===== src/hw/rtl/sds_pkg.sv =====
// Shared types, constants and helpers for the SCAN disk scheduler.
// No dependencies; imported by sds_cell, sds_chain and scan_disk_scheduler.
package sds_pkg;

  localparam int CYL_W             = 16;
  localparam int SEEK_W            = 17;
  localparam int MAX_REQUESTS_DEF  = 32;
  localparam logic [CYL_W-1:0] LAST_CYL_RESET = 16'd199;

  // One cell of a sorting or stacking row
  typedef struct packed {
    logic             valid;
    logic [CYL_W-1:0] value;
  } cell_data_t;

  // Per-cycle operation applied to a whole row of cells
  typedef enum logic [1:0] {
    CELL_HOLD,
    CELL_INSERT,    // sorted insert of the broadcast value
    CELL_SHIFT_LO,  // take the neighbor above (pop toward cell 0)
    CELL_SHIFT_HI   // take the neighbor below (push at cell 0)
  } cell_op_t;

  // Scheduler sequencing states
  typedef enum logic [2:0] {
    S_LOAD,
    S_SPLIT,
    S_FIRST,
    S_TURN,
    S_SECOND,
    S_EMPTY
  } state_t;

  function automatic logic [CYL_W-1:0] clamp_cyl(input logic [CYL_W-1:0] v,
                                                 input logic [CYL_W-1:0] lim);
    return (v > lim) ? lim : v;
  endfunction

endpackage


===== src/hw/rtl/sds_cell.sv =====
// One storage cell of a cylinder row: sorted insert, shift either way.
// Depends on sds_pkg.
module sds_cell
  import sds_pkg::*;
(
  input  logic             clk,
  input  logic             rst,
  input  cell_op_t         op,
  input  logic [CYL_W-1:0] new_val,
  input  cell_data_t       left,
  input  logic             left_ins,
  input  cell_data_t       right,
  output cell_data_t       data,
  output logic             ins
);

  logic             valid;
  logic [CYL_W-1:0] value;
  cell_data_t       data_next;

  assign data = '{valid: valid, value: value};

  // New value belongs at or below this cell; empty cells count as infinite
  assign ins = !valid || (new_val < value);

  // Select what this cell holds next
  always_comb begin
    data_next = data;
    unique case (op)
      CELL_HOLD:     data_next = data;
      CELL_INSERT: begin
        if (ins) begin
          data_next = left_ins ? left : cell_data_t'{valid: 1'b1, value: new_val};
        end
      end
      CELL_SHIFT_LO: data_next = right;
      CELL_SHIFT_HI: data_next = left;
      default:       data_next = data;
    endcase
  end

  always_ff @(posedge clk) begin
    if (rst) begin
      valid <= 1'b0;
    end else begin
      valid <= data_next.valid;
    end
  end

  always_ff @(posedge clk) begin
    value <= data_next.value;
  end

endmodule


===== src/hw/rtl/sds_chain.sv =====
// A row of sds_cell instances that sorts, pops and pushes at cell 0.
// Depends on sds_pkg and sds_cell.
module sds_chain
  import sds_pkg::*;
#(
  parameter int DEPTH = MAX_REQUESTS_DEF
) (
  input  logic             clk,
  input  logic             rst,
  input  cell_op_t         op,
  input  logic [CYL_W-1:0] new_val,
  input  cell_data_t       fill,
  output cell_data_t       first,
  output cell_data_t       second
);

  cell_data_t dat [DEPTH];
  logic       ins [DEPTH];

  // Wire each cell to its neighbors; cell 0 takes the fill item on a push
  for (genvar i = 0; i < DEPTH; i++) begin : g_cell
    cell_data_t left_d;
    cell_data_t right_d;
    logic       left_i;

    if (i == 0) begin : g_low
      assign left_d = fill;
      assign left_i = 1'b0;
    end else begin : g_mid
      assign left_d = dat[i-1];
      assign left_i = ins[i-1];
    end

    if (i == DEPTH - 1) begin : g_top
      assign right_d = '0;
    end else begin : g_inner
      assign right_d = dat[i+1];
    end

    sds_cell u_cell (
      .clk      (clk),
      .rst      (rst),
      .op       (op),
      .new_val  (new_val),
      .left     (left_d),
      .left_ins (left_i),
      .right    (right_d),
      .data     (dat[i]),
      .ins      (ins[i])
    );
  end

  assign first  = dat[0];
  assign second = dat[1];

endmodule


===== src/hw/rtl/scan_disk_scheduler.sv =====
// Loading: one item per cycle; each request is sorted into a row of cells on arrival.
// After the last item: each request at or below the head is moved to a stack, then one result
// per cycle (requests + turn point) while the consumer takes them; an empty first leg emits
// nothing before the turn point.
// No item is accepted from the last item until the final result enters the output register.
// Reset (synchronous): empty batch, empty rows, last_cylinder = 199, no result pending.
module scan_disk_scheduler
  import sds_pkg::*;
#(
  parameter int MAX_REQUESTS = MAX_REQUESTS_DEF
) (
  input  logic        clk,
  input  logic        rst,
  // Input items
  input  logic        s_tvalid,
  output logic        s_tready,
  input  logic [15:0] s_tdata,   // [15:0] cylinder
  input  logic        s_tlast,   // last
  // Result items
  output logic        m_tvalid,
  input  logic        m_tready,
  output logic [39:0] m_tdata,   // [15:0] served_cylinder, [32:16] seek_total,
                                 // [33] dropped, [39:34] zero
  output logic        m_tuser,   // is_turn
  output logic        m_tlast,   // final_res
  // Configuration: last_cylinder
  input  logic        cfg_wr_en,
  input  logic [15:0] cfg_wr_data
);

  localparam int CNT_W = $clog2(MAX_REQUESTS + 1);

  state_t             state, state_next;
  logic [CNT_W-1:0]   count;
  logic [CYL_W-1:0]   head;
  logic               head_loaded;
  logic               sweep_up;
  logic               overflowed;
  logic [CYL_W-1:0]   last_cyl;
  logic [CYL_W-1:0]   pos;
  logic [SEEK_W-1:0]  seek;

  logic [CYL_W-1:0]   out_cyl;
  logic [SEEK_W-1:0]  out_seek;
  logic               out_drop;

  cell_op_t           main_op, stk_op;
  cell_data_t         main_first, main_second, stk_first, stk_second;

  logic               accept, out_free, has_room;
  logic [CYL_W-1:0]   in_cyl, hc, m_val, s_val;
  logic               low_ready;
  logic               first_valid, first_more, second_valid, second_more;
  logic [CYL_W-1:0]   first_val, second_val, turn_val;

  logic               emit, emit_turn, emit_final, emit_zero, clear;
  logic [CYL_W-1:0]   emit_cyl;
  logic [SEEK_W-1:0]  emit_dist, emit_seek;

  // Sorted request row and the stack that reverses the low group
  sds_chain #(.DEPTH(MAX_REQUESTS)) u_main (
    .clk     (clk),
    .rst     (rst),
    .op      (main_op),
    .new_val (in_cyl),
    .fill    ('0),
    .first   (main_first),
    .second  (main_second)
  );

  sds_chain #(.DEPTH(MAX_REQUESTS)) u_stack (
    .clk     (clk),
    .rst     (rst),
    .op      (stk_op),
    .new_val (m_val),
    .fill    (cell_data_t'{valid: 1'b1, value: m_val}),
    .first   (stk_first),
    .second  (stk_second)
  );

  // Clamp everything to the current disk end
  assign in_cyl    = clamp_cyl(s_tdata, last_cyl);
  assign hc        = clamp_cyl(head, last_cyl);
  assign m_val     = clamp_cyl(main_first.value, last_cyl);
  assign s_val     = clamp_cyl(stk_first.value, last_cyl);
  assign low_ready = main_first.valid && (m_val <= hc);

  assign accept   = s_tvalid && s_tready;
  assign out_free = !m_tvalid || m_tready;
  assign has_room = count < CNT_W'(MAX_REQUESTS);

  // Sweep order picks which row feeds each leg
  assign first_valid  = sweep_up ? main_first.valid  : stk_first.valid;
  assign first_more   = sweep_up ? main_second.valid : stk_second.valid;
  assign first_val    = sweep_up ? m_val             : s_val;
  assign second_valid = sweep_up ? stk_first.valid   : main_first.valid;
  assign second_more  = sweep_up ? stk_second.valid  : main_second.valid;
  assign second_val   = sweep_up ? s_val             : m_val;
  assign turn_val     = sweep_up ? last_cyl          : '0;

  // Next state
  always_comb begin
    state_next = state;
    unique case (state)
      S_LOAD: begin
        if (accept && s_tlast) begin
          state_next = head_loaded ? S_SPLIT : S_EMPTY;
        end
      end
      S_SPLIT: begin
        if (!low_ready) begin
          state_next = S_FIRST;
        end
      end
      S_FIRST: begin
        if (!first_valid || (out_free && !first_more)) begin
          state_next = S_TURN;
        end
      end
      S_TURN: begin
        if (out_free) begin
          state_next = second_valid ? S_SECOND : S_LOAD;
        end
      end
      S_SECOND: begin
        if (!second_valid || (out_free && !second_more)) begin
          state_next = S_LOAD;
        end
      end
      S_EMPTY: begin
        if (out_free) begin
          state_next = S_LOAD;
        end
      end
      default: state_next = S_LOAD;
    endcase
  end

  // Outputs of the sequencer
  always_comb begin
    s_tready   = 1'b0;
    main_op    = CELL_HOLD;
    stk_op     = CELL_HOLD;
    emit       = 1'b0;
    emit_cyl   = first_val;
    emit_turn  = 1'b0;
    emit_final = 1'b0;
    emit_zero  = 1'b0;
    clear      = 1'b0;
    unique case (state)
      S_LOAD: begin
        s_tready = 1'b1;
        if (accept && head_loaded && has_room) begin
          main_op = CELL_INSERT;
        end
      end
      S_SPLIT: begin
        if (low_ready) begin
          main_op = CELL_SHIFT_LO;
          stk_op  = CELL_SHIFT_HI;
        end
      end
      S_FIRST: begin
        if (first_valid && out_free) begin
          emit     = 1'b1;
          emit_cyl = first_val;
          if (sweep_up) begin
            main_op = CELL_SHIFT_LO;
          end else begin
            stk_op = CELL_SHIFT_LO;
          end
        end
      end
      S_TURN: begin
        if (out_free) begin
          emit       = 1'b1;
          emit_cyl   = turn_val;
          emit_turn  = 1'b1;
          emit_final = !second_valid;
          clear      = !second_valid;
        end
      end
      S_SECOND: begin
        if (!second_valid) begin
          clear = 1'b1;
        end else if (out_free) begin
          emit       = 1'b1;
          emit_cyl   = second_val;
          emit_final = !second_more;
          clear      = !second_more;
          if (sweep_up) begin
            stk_op = CELL_SHIFT_LO;
          end else begin
            main_op = CELL_SHIFT_LO;
          end
        end
      end
      S_EMPTY: begin
        if (out_free) begin
          emit       = 1'b1;
          emit_cyl   = hc;
          emit_final = 1'b1;
          emit_zero  = 1'b1;
          clear      = 1'b1;
        end
      end
      default: ;
    endcase
  end

  // Running seek: add the distance from the current position
  assign emit_dist = (emit_cyl >= pos) ? SEEK_W'(emit_cyl - pos) : SEEK_W'(pos - emit_cyl);
  assign emit_seek = emit_zero ? '0 : seek + emit_dist;

  // Batch control state
  always_ff @(posedge clk) begin
    if (rst || clear) begin
      state       <= rst ? S_LOAD : state_next;
      count       <= '0;
      head        <= '0;
      head_loaded <= 1'b0;
      sweep_up    <= 1'b0;
      overflowed  <= 1'b0;
    end else begin
      state <= state_next;
      if (accept) begin
        if (!head_loaded) begin
          head        <= in_cyl;
          head_loaded <= 1'b1;
        end else if (has_room) begin
          count <= count + 1'b1;
          if (count == '0) begin
            sweep_up <= in_cyl > head;
          end
        end else begin
          overflowed <= 1'b1;
        end
      end
    end
  end

  // Disk end register
  always_ff @(posedge clk) begin
    if (rst) begin
      last_cyl <= LAST_CYL_RESET;
    end else if (cfg_wr_en) begin
      last_cyl <= cfg_wr_data;
    end
  end

  // Head position and seek accumulator
  always_ff @(posedge clk) begin
    if (state == S_SPLIT) begin
      pos  <= hc;
      seek <= '0;
    end else if (emit) begin
      pos  <= emit_cyl;
      seek <= emit_seek;
    end
  end

  // Output register: refill whenever empty or taken
  always_ff @(posedge clk) begin
    if (rst) begin
      m_tvalid <= 1'b0;
    end else if (out_free) begin
      m_tvalid <= emit;
    end
  end

  always_ff @(posedge clk) begin
    if (out_free && emit) begin
      out_cyl  <= emit_cyl;
      out_seek <= emit_seek;
      out_drop <= overflowed;
      m_tuser  <= emit_turn;
      m_tlast  <= emit_final;
    end
  end

  assign m_tdata = {6'b0, out_drop, out_seek, out_cyl};

`ifndef NO_ASSERTIONS
  a_main_sorted: assert property (@(posedge clk) disable iff (rst)
    main_second.valid |-> (main_first.valid && (main_first.value <= main_second.value)))
    else $error("request row lost its ascending order");

  a_stack_order: assert property (@(posedge clk) disable iff (rst)
    stk_second.valid |-> (stk_first.valid && (stk_first.value >= stk_second.value)))
    else $error("low-group stack is not descending from the top");

  a_load_empty_stack: assert property (@(posedge clk) disable iff (rst)
    (state == S_LOAD) |-> (!stk_first.valid && (main_first.valid == (count != '0))))
    else $error("rows disagree with the request count while loading");

  a_final_clears: assert property (@(posedge clk) disable iff (rst)
    (emit && emit_final) |=> ((state == S_LOAD) && (count == '0) && !head_loaded))
    else $error("batch not cleared after its final result");
`endif

endmodule


===== config.mk =====
export PLATFORM = sky130hd
export DESIGN_NAME = scan_disk_scheduler
export DESIGN_NICKNAME = d
export VERILOG_FILES = /design/src/hw/rtl/sds_pkg.sv /design/src/hw/rtl/sds_cell.sv /design/src/hw/rtl/sds_chain.sv /design/src/hw/rtl/scan_disk_scheduler.sv
export SDC_FILE = /design/constraint.sdc
export NUM_CORES = 2
export LEC_CHECK = 0
export ABC_CLOCK_PERIOD_IN_PS = 16400
export BUFFER_PORTS_ARGS = -buffer_cell sky130_fd_sc_hd__buf_2
export CORE_UTILIZATION = 40
export DETAILED_ROUTE_END_ITERATION = 10
export PLACE_DENSITY = 0.52
export SYNTH_ARGS = -nofsm -noshare
export SYNTH_HDL_FRONTEND = slang
export SYNTH_SLANG_ARGS = --single-unit

===== constraint.sdc =====
create_clock -name clk -period 16.4 [get_ports clk]
set_clock_uncertainty 0.1 [all_clocks]
set_input_delay 3.28 -clock clk [delete_from_list [all_inputs] [get_ports clk]]
set_output_delay 3.28 -clock clk [all_outputs]
set_load 0.005 [all_outputs]

Word level (Yosys, flattened, before mapping)

Index checks and enable logic that the tools add are counted.

Memory bits (read-only): 0
Word-level logic and storage cells: 764
Bits of input ports: 38
Latch bits: 0
Register bits after elaboration: 1202
Memories kept: 0
Output and inout port bits: 44
RAM bits: 0

Shift-type cells: 0
Equality and inequality tests: 75
Bitwise operators: 4
Multiplexer cells: 246
Multiply operators: 0
$add $sub $neg: 4
Magnitude comparators: 72
Div/mod/pow operators: 0
Reduce and logical (&&, ||, !) cells: 220

Operator list:

| cell                                                             | count |
|---|---|
| 17-bit case mux with 3 select lines                              | 64 |
| 17-bit 2-to-1 mux                                                | 128 |
| 16-bit less-than comparator                                      | 64 |
| 16-bit 2-to-1 mux                                                | 13 |
| 2-bit AND reduction                                              | 65 |
| 2-bit inequality test (second input constant)                    | 64 |
| 16-bit > comparator                                              | 5 |
| 1-bit zero test                                                  | 69 |
| 1-bit logical OR                                                 | 68 |
| 16-bit case mux with 3 select lines                              | 1 |
| 16-bit by 16-bit subtractor with 17-bit output                   | 2 |
| 3-bit 2-to-1 mux                                                 | 10 |
| 2-bit 2-to-1 mux                                                 | 10 |
| 3-bit case mux with 6 select lines                               | 1 |
| 17-bit adder                                                     | 1 |
| 16-bit >= comparator                                             | 1 |
| 16-bit less-or-equal comparator                                  | 1 |
| 1-bit 2-to-1 mux                                                 | 14 |
| 1-bit logical AND                                                | 9 |
| 1-bit case mux with 3 select lines                               | 3 |
| 2-bit == test (second input constant)                            | 4 |
| 2-bit case mux with 4 select lines                               | 1 |
| 6-bit by 1-bit adder with 6-bit output (second input constant)   | 1 |
| 3-bit by 2-bit == test with 1-bit output (second input constant) | 2 |
| 13 further kinds                                                 | 20 |

Longest topological paths before layout

Depth in word-level cells: 10
Mapped depth: 33
Mapped depth without buffers: 30

Modules after synthesis

Synthesis repeated with hierarchy kept, for this count alone.

Cells, all modules: 11424
Area total of the unflattened synthesis: 104650.4 µm²

Modules (own cells, without submodules):

| module                                   | sequential area each (µm²) | area each (µm²) | times used | cells each |
|---|---|---|---|---|
| sds_cell (u_main.g_cell[0].u_cell ...)   | 500.5                      | 1458.9          | 49         | 157 |
| sds_cell (u_stack.g_cell[25].u_cell ...) | 500.5                      | 1446.4          | 15         | 156 |
| scan_disk_scheduler                      | 2802.7                     | 11461.0         | 1          | 1389 |
| sds_chain                                | 0.0                        | 3.8             | 2          | 1 |

Least setup slack after synthesis

No wires, ideal clock.

Kind: in2reg
Start point: input port s_tdata[1]
End point: register u_main.g_cell[29].u_cell.value[0] (enable)
Library setup time: 411 ps
Data required time: 15889 ps
Buffers on the path: 1
Setup slack: 7230 ps
Cell stages on the path: 17
Arrival: 8658 ps
Cells stage by stage: ha_1 > nor2b_1 > o211ai_1 > a2111o_1 > a31oi_4 > buf_4 > mux2i_1 > inv_1 > ha_1 > a21o_1 > a21o_1 > a2111oi_0 > nor2_1 > o2111ai_1 > o211ai_1 > and2_1 > o21ai_0

Longest elaborated chain between the ends: 6

RTL lines:

| element                         | line                      | source |
|---|---|---|
| from (decl)                     | scan_disk_scheduler.sv:17 | `input logic [15:0] s_tdata,` |
| 16-bit > comparator             | sds_pkg.sv:36             | `return (v > lim) ? lim : v;` |
| 16-bit 2-to-1 mux               | sds_pkg.sv:36             |  |
| via in_cyl[9]                   | scan_disk_scheduler.sv:51 | `logic [CYL_W-1:0] in_cyl, hc, m_val, s_val;` |
| 16-bit less-than comparator     | sds_cell.sv:24            | `assign ins = !valid \|\| (new_val < value);` |
| 1-bit logical OR                | sds_cell.sv:24            |  |
| 2-bit inequality test (no line) | n/a                       |  |
| 2-bit AND reduction (no line)   | n/a                       |  |
| to (signal assigned)            | sds_cell.sv:51            | `value <= data_next.value;` |
| to (decl)                       | sds_cell.sv:18            | `logic [CYL_W-1:0] value;` |

The timed path passes the listed nets, and every way through them passes these cells.
A chain may end at the register's enable or synchronous reset.

==> results.json <==
{
  "ios": 82,
  "grt_first_pass_wirelength_um": 516600,
  "numCtsBuffers": 155,
  "hold_viol": 0,
  "antenna_found_initial": 11,
  "routed_wl_um": 354800,
  "vias": 78236,
  "finalInstanceArea_mm2": 0.09825,
  "worstSetupPathType": "reg -> reg",
  "drv_slew": 0,
  "die_y_um": 475.9,
  "worstMarginPinSlew_ns": 1.352,
  "cts-root-buf": "clkbuf_16",
  "drcViolationCount": 0,
  "syn2layout_area_growth_pct": 9.371,
  "pwr-share-clk": 0.341,
  "nets": 10233,
  "hp-class": "reg -> reg",
  "internal-power_mw": 6.595,
  "cts_resized": 0,
  "multi_input_area_mm2": 0.04861,
  "synth_top_flop_cell": "edfxtp_1",
  "vias_per_cell": 6.406,
  "dp_slack_ns": 6.193,
  "synth_warnings": 0,
  "dpl.hpwl_um": 244000,
  "p_leak_nw": 42.76,
  "endpoint_kind": "flop",
  "synth_cell_types": 97,
  "p_seq_frac": 0.365,
  "period_needed_ns": 9.769,
  "power_density_mw_per_mm2": 104.7,
  "fin_ws_ns": 6.631,
  "required_ns": 16.85,
  "placed_area_mm2": 0.09318,
  "track_usage": 0.3055,
  "rows": 173,
  "wl_met3_um": 26820,
  "crit_fanout": 165,
  "rsz0062_at_grt": "false",
  "ir_drop_mv": 0.1041,
  "max-cap-violations": 0,
  "p_switching_mw": 3.687,
  "slew_headroom": 0.09562,
  "met1Wirelength_um": 151700,
  "ys_seq_area_frac": 0.3878,
  "status": "finished clean",
  "start_kind": "flop",
  "setup_violations": 0,
  "place_congestion": 0.9103,
  "cts_tree": "yes",
  "netlist_instances": 9300,
  "syn_area_mm2": 0.08983,
  "clk_path_buf_depth": 3,
  "core_area_mm2": 0.2227,
  "comb_power_share": 0.294,
  "grt_max_degree": 174,
  "portBuffers": 75,
  "max_freq_ghz": 0.1024,
  "p_sw_frac": 0.3586,
  "period_share": 0.5957,
  "crit_arrival_ns": 10.22,
  "clock_latency_ns": 0.83,
  "p_total_mw": 10.28,
  "avgRoutedWirePerCell_um": 29.05,
  "synth.avg_cell_area_um2": 9.659,
  "fill_cells": 21158,
  "post_cts.repair.setup_buffers": 0,
  "ys_ff_latch": 1202,
  "overflow": 0,
  "ant_nets": 0,
  "fin_setup_tns_ns": 0,
  "die-area_mm2": 0.2265,
  "first_pass_iters": 6,
  "synth_edf_count": 1076,
  "htree_levels": 4,
  "top_layer": "met5",
  "register_area_mm2": 0.03483,
  "first_iter_violations": 8722,
  "die_w_um": 475.9,
  "grt_pass1_vias": 75244,
  "initial_core_util": 0.4033,
  "ys_async_sr_fraction": 0,
  "drive_above_1_share": 0.08567,
  "cts_sinks": 1202,
  "clk_pin_slew_ns": 0.06,
  "cts_hold_buf": 0,
  "wl_met2_um": 159100
}
==> critical path: stages, from the launching register on <==
cell and delay (ns):
dfxtp_1 0.82, inv_1 0.39, ha_1 0.45, nand4_2 0.17
a2111o_1 0.40, a31oi_2 0.92, mux2i_1 0.93, inv_2 0.45
ha_1 0.43, nand4_1 0.13, nor4_1 0.33, a22oi_1 0.22
o2bb2ai_4 0.20, or2_4 0.47, buf_12 0.58, buf_4 0.71
buf_4 0.78, nor3_4 0.24, a221o_1 0.36
==> placed cells by master (no fill, tap or decap), types with 35 or more instances in the layout <==
master,instances
o21ai_0,214
nand4_1,213
buf_4,183
a31o_2,66
a221o_1,416
edfxtp_1,1076
a211oi_1,107
o22ai_1,157
ha_1,1092
inv_1,1076
mux2i_1,99
a22o_1,165
a221oi_1,68
nand2_1,780
nor4_1,72
o221ai_1,35
a22oi_1,57
o311ai_1,119
nor3_1,131
o31a_1,36
a21oi_1,407
o311ai_0,182
nor2_1,592
clkbuf_16,161
o21a_1,44
nand2b_1,60
dfxtp_1,126
a21o_1,493
clkbuf_1,39
and2_1,44
buf_2,74
nand3_1,160
==> power by group through the flow <==
stage          Sequential, mW  Combinational [mW]  Clock, mW
2_1_floorplan            3.72                1.92          0
3_3_place_gp             3.81                2.89          0
3_5_place_dp             3.81                2.96          0
4_1_cts                  3.75                2.97       3.55
5_1_grt                  3.77                3.27       3.65
6_report                 3.76                3.02       3.51
==> area by class of cell <==
class,instances,area share
Tap cell,2975,0.03789
Multi-Input combinational cell,6370,0.4948
Clock buffer,209,0.04376
Sequential cell,1202,0.3545
Timing Repair Buffer,262,0.01877
Clock inverter,81,0.007743
Antenna cell,5,0.0001274
Inverter,1109,0.04237
==> per-stage QoR <==
stage                     instances    util  hold WS [ns]
after floorplan                9305       -        0.3088
after global placement        11918  0.4183        0.3181
after detailed placement      11918  0.4183        0.3328
after CTS                     12208  0.4410        0.3507
after global routing          12210  0.4411        0.3719
final                         12213  0.4411        0.3413
==> flip-flops by register name (all words and copies together), names as in the netlist, 17 cells and up <==
signal and flops:
out_seek 17, seek 17, u_main.g_cell.u_cell.valid 32, u_main.g_cell.u_cell.value 512, u_stack.g_cell.u_cell.valid 32, u_stack.g_cell.u_cell.value 512
==> routing by layer <==
| metal | up-vias | GRT usage |
|---|---|---|
| met5 | - | 0 |
| met4 | 10 | 0.1358 |
| met3 | 787 | 0.04841 |
| met2 | 3611 | 0.4816 |
| met1 | 38872 | 0.4113 |
| li1 | 34956 | - |
==> path summary, 6_finish.rpt <==
kind                      from                           endpoint  slack, ns  cells after the start
setup / recovery  last_cyl[15]  u_main.g_cell[22].u_cell.value[7]       6.63                     18
hold reg to reg     overflowed                           out_drop       0.34                      0
setup reg to reg  last_cyl[15]  u_main.g_cell[22].u_cell.value[7]       6.63                     18
hold / removal      overflowed                           out_drop       0.34                      0
==> cells in the mapped netlist, types with 36 or more instances <==
cell / instances / area share
nor2_1: 624 / 0.026
a221oi_1: 68 / 0.0066
o22ai_1: 160 / 0.011
nor4_1: 72 / 0.0050
a21o_1: 493 / 0.041
a221o_1: 416 / 0.046
dfxtp_1: 126 / 0.028
o311ai_0: 182 / 0.018
and2_1: 44 / 0.0031
nor3_1: 131 / 0.0073
nand2_1: 784 / 0.033
a22o_1: 165 / 0.016
a211oi_1: 107 / 0.0089
o311ai_1: 119 / 0.012
ha_1: 1092 / 0.15
nand3_1: 161 / 0.0090
edfxtp_1: 1076 / 0.36
nand2b_1: 60 / 0.0042
a21oi_1: 410 / 0.023
o21a_1: 44 / 0.0037
nand4_1: 213 / 0.015
a22oi_1: 57 / 0.0048
mux2i_1: 114 / 0.013
inv_1: 1098 / 0.046
a31o_2: 66 / 0.0064
buf_2: 171 / 0.0095
o31a_1: 36 / 0.0035
o21ai_0: 241 / 0.013
clkbuf_1: 385 / 0.016
==> kinds of logic after synthesis <==
family / share of synthesized area
flip-flops: 0.3878
adder cells (fa/ha/maj): 0.1528
multiplexers: 0.01320
other: 0.00004175
AO/OA/AOI/OAI: 0.2471
buffers and inverters: 0.07747
AND/OR/NAND/NOR: 0.1185
XOR/XNOR: 0.003120
No activity file was read; power rests on OpenSTA's default activity.
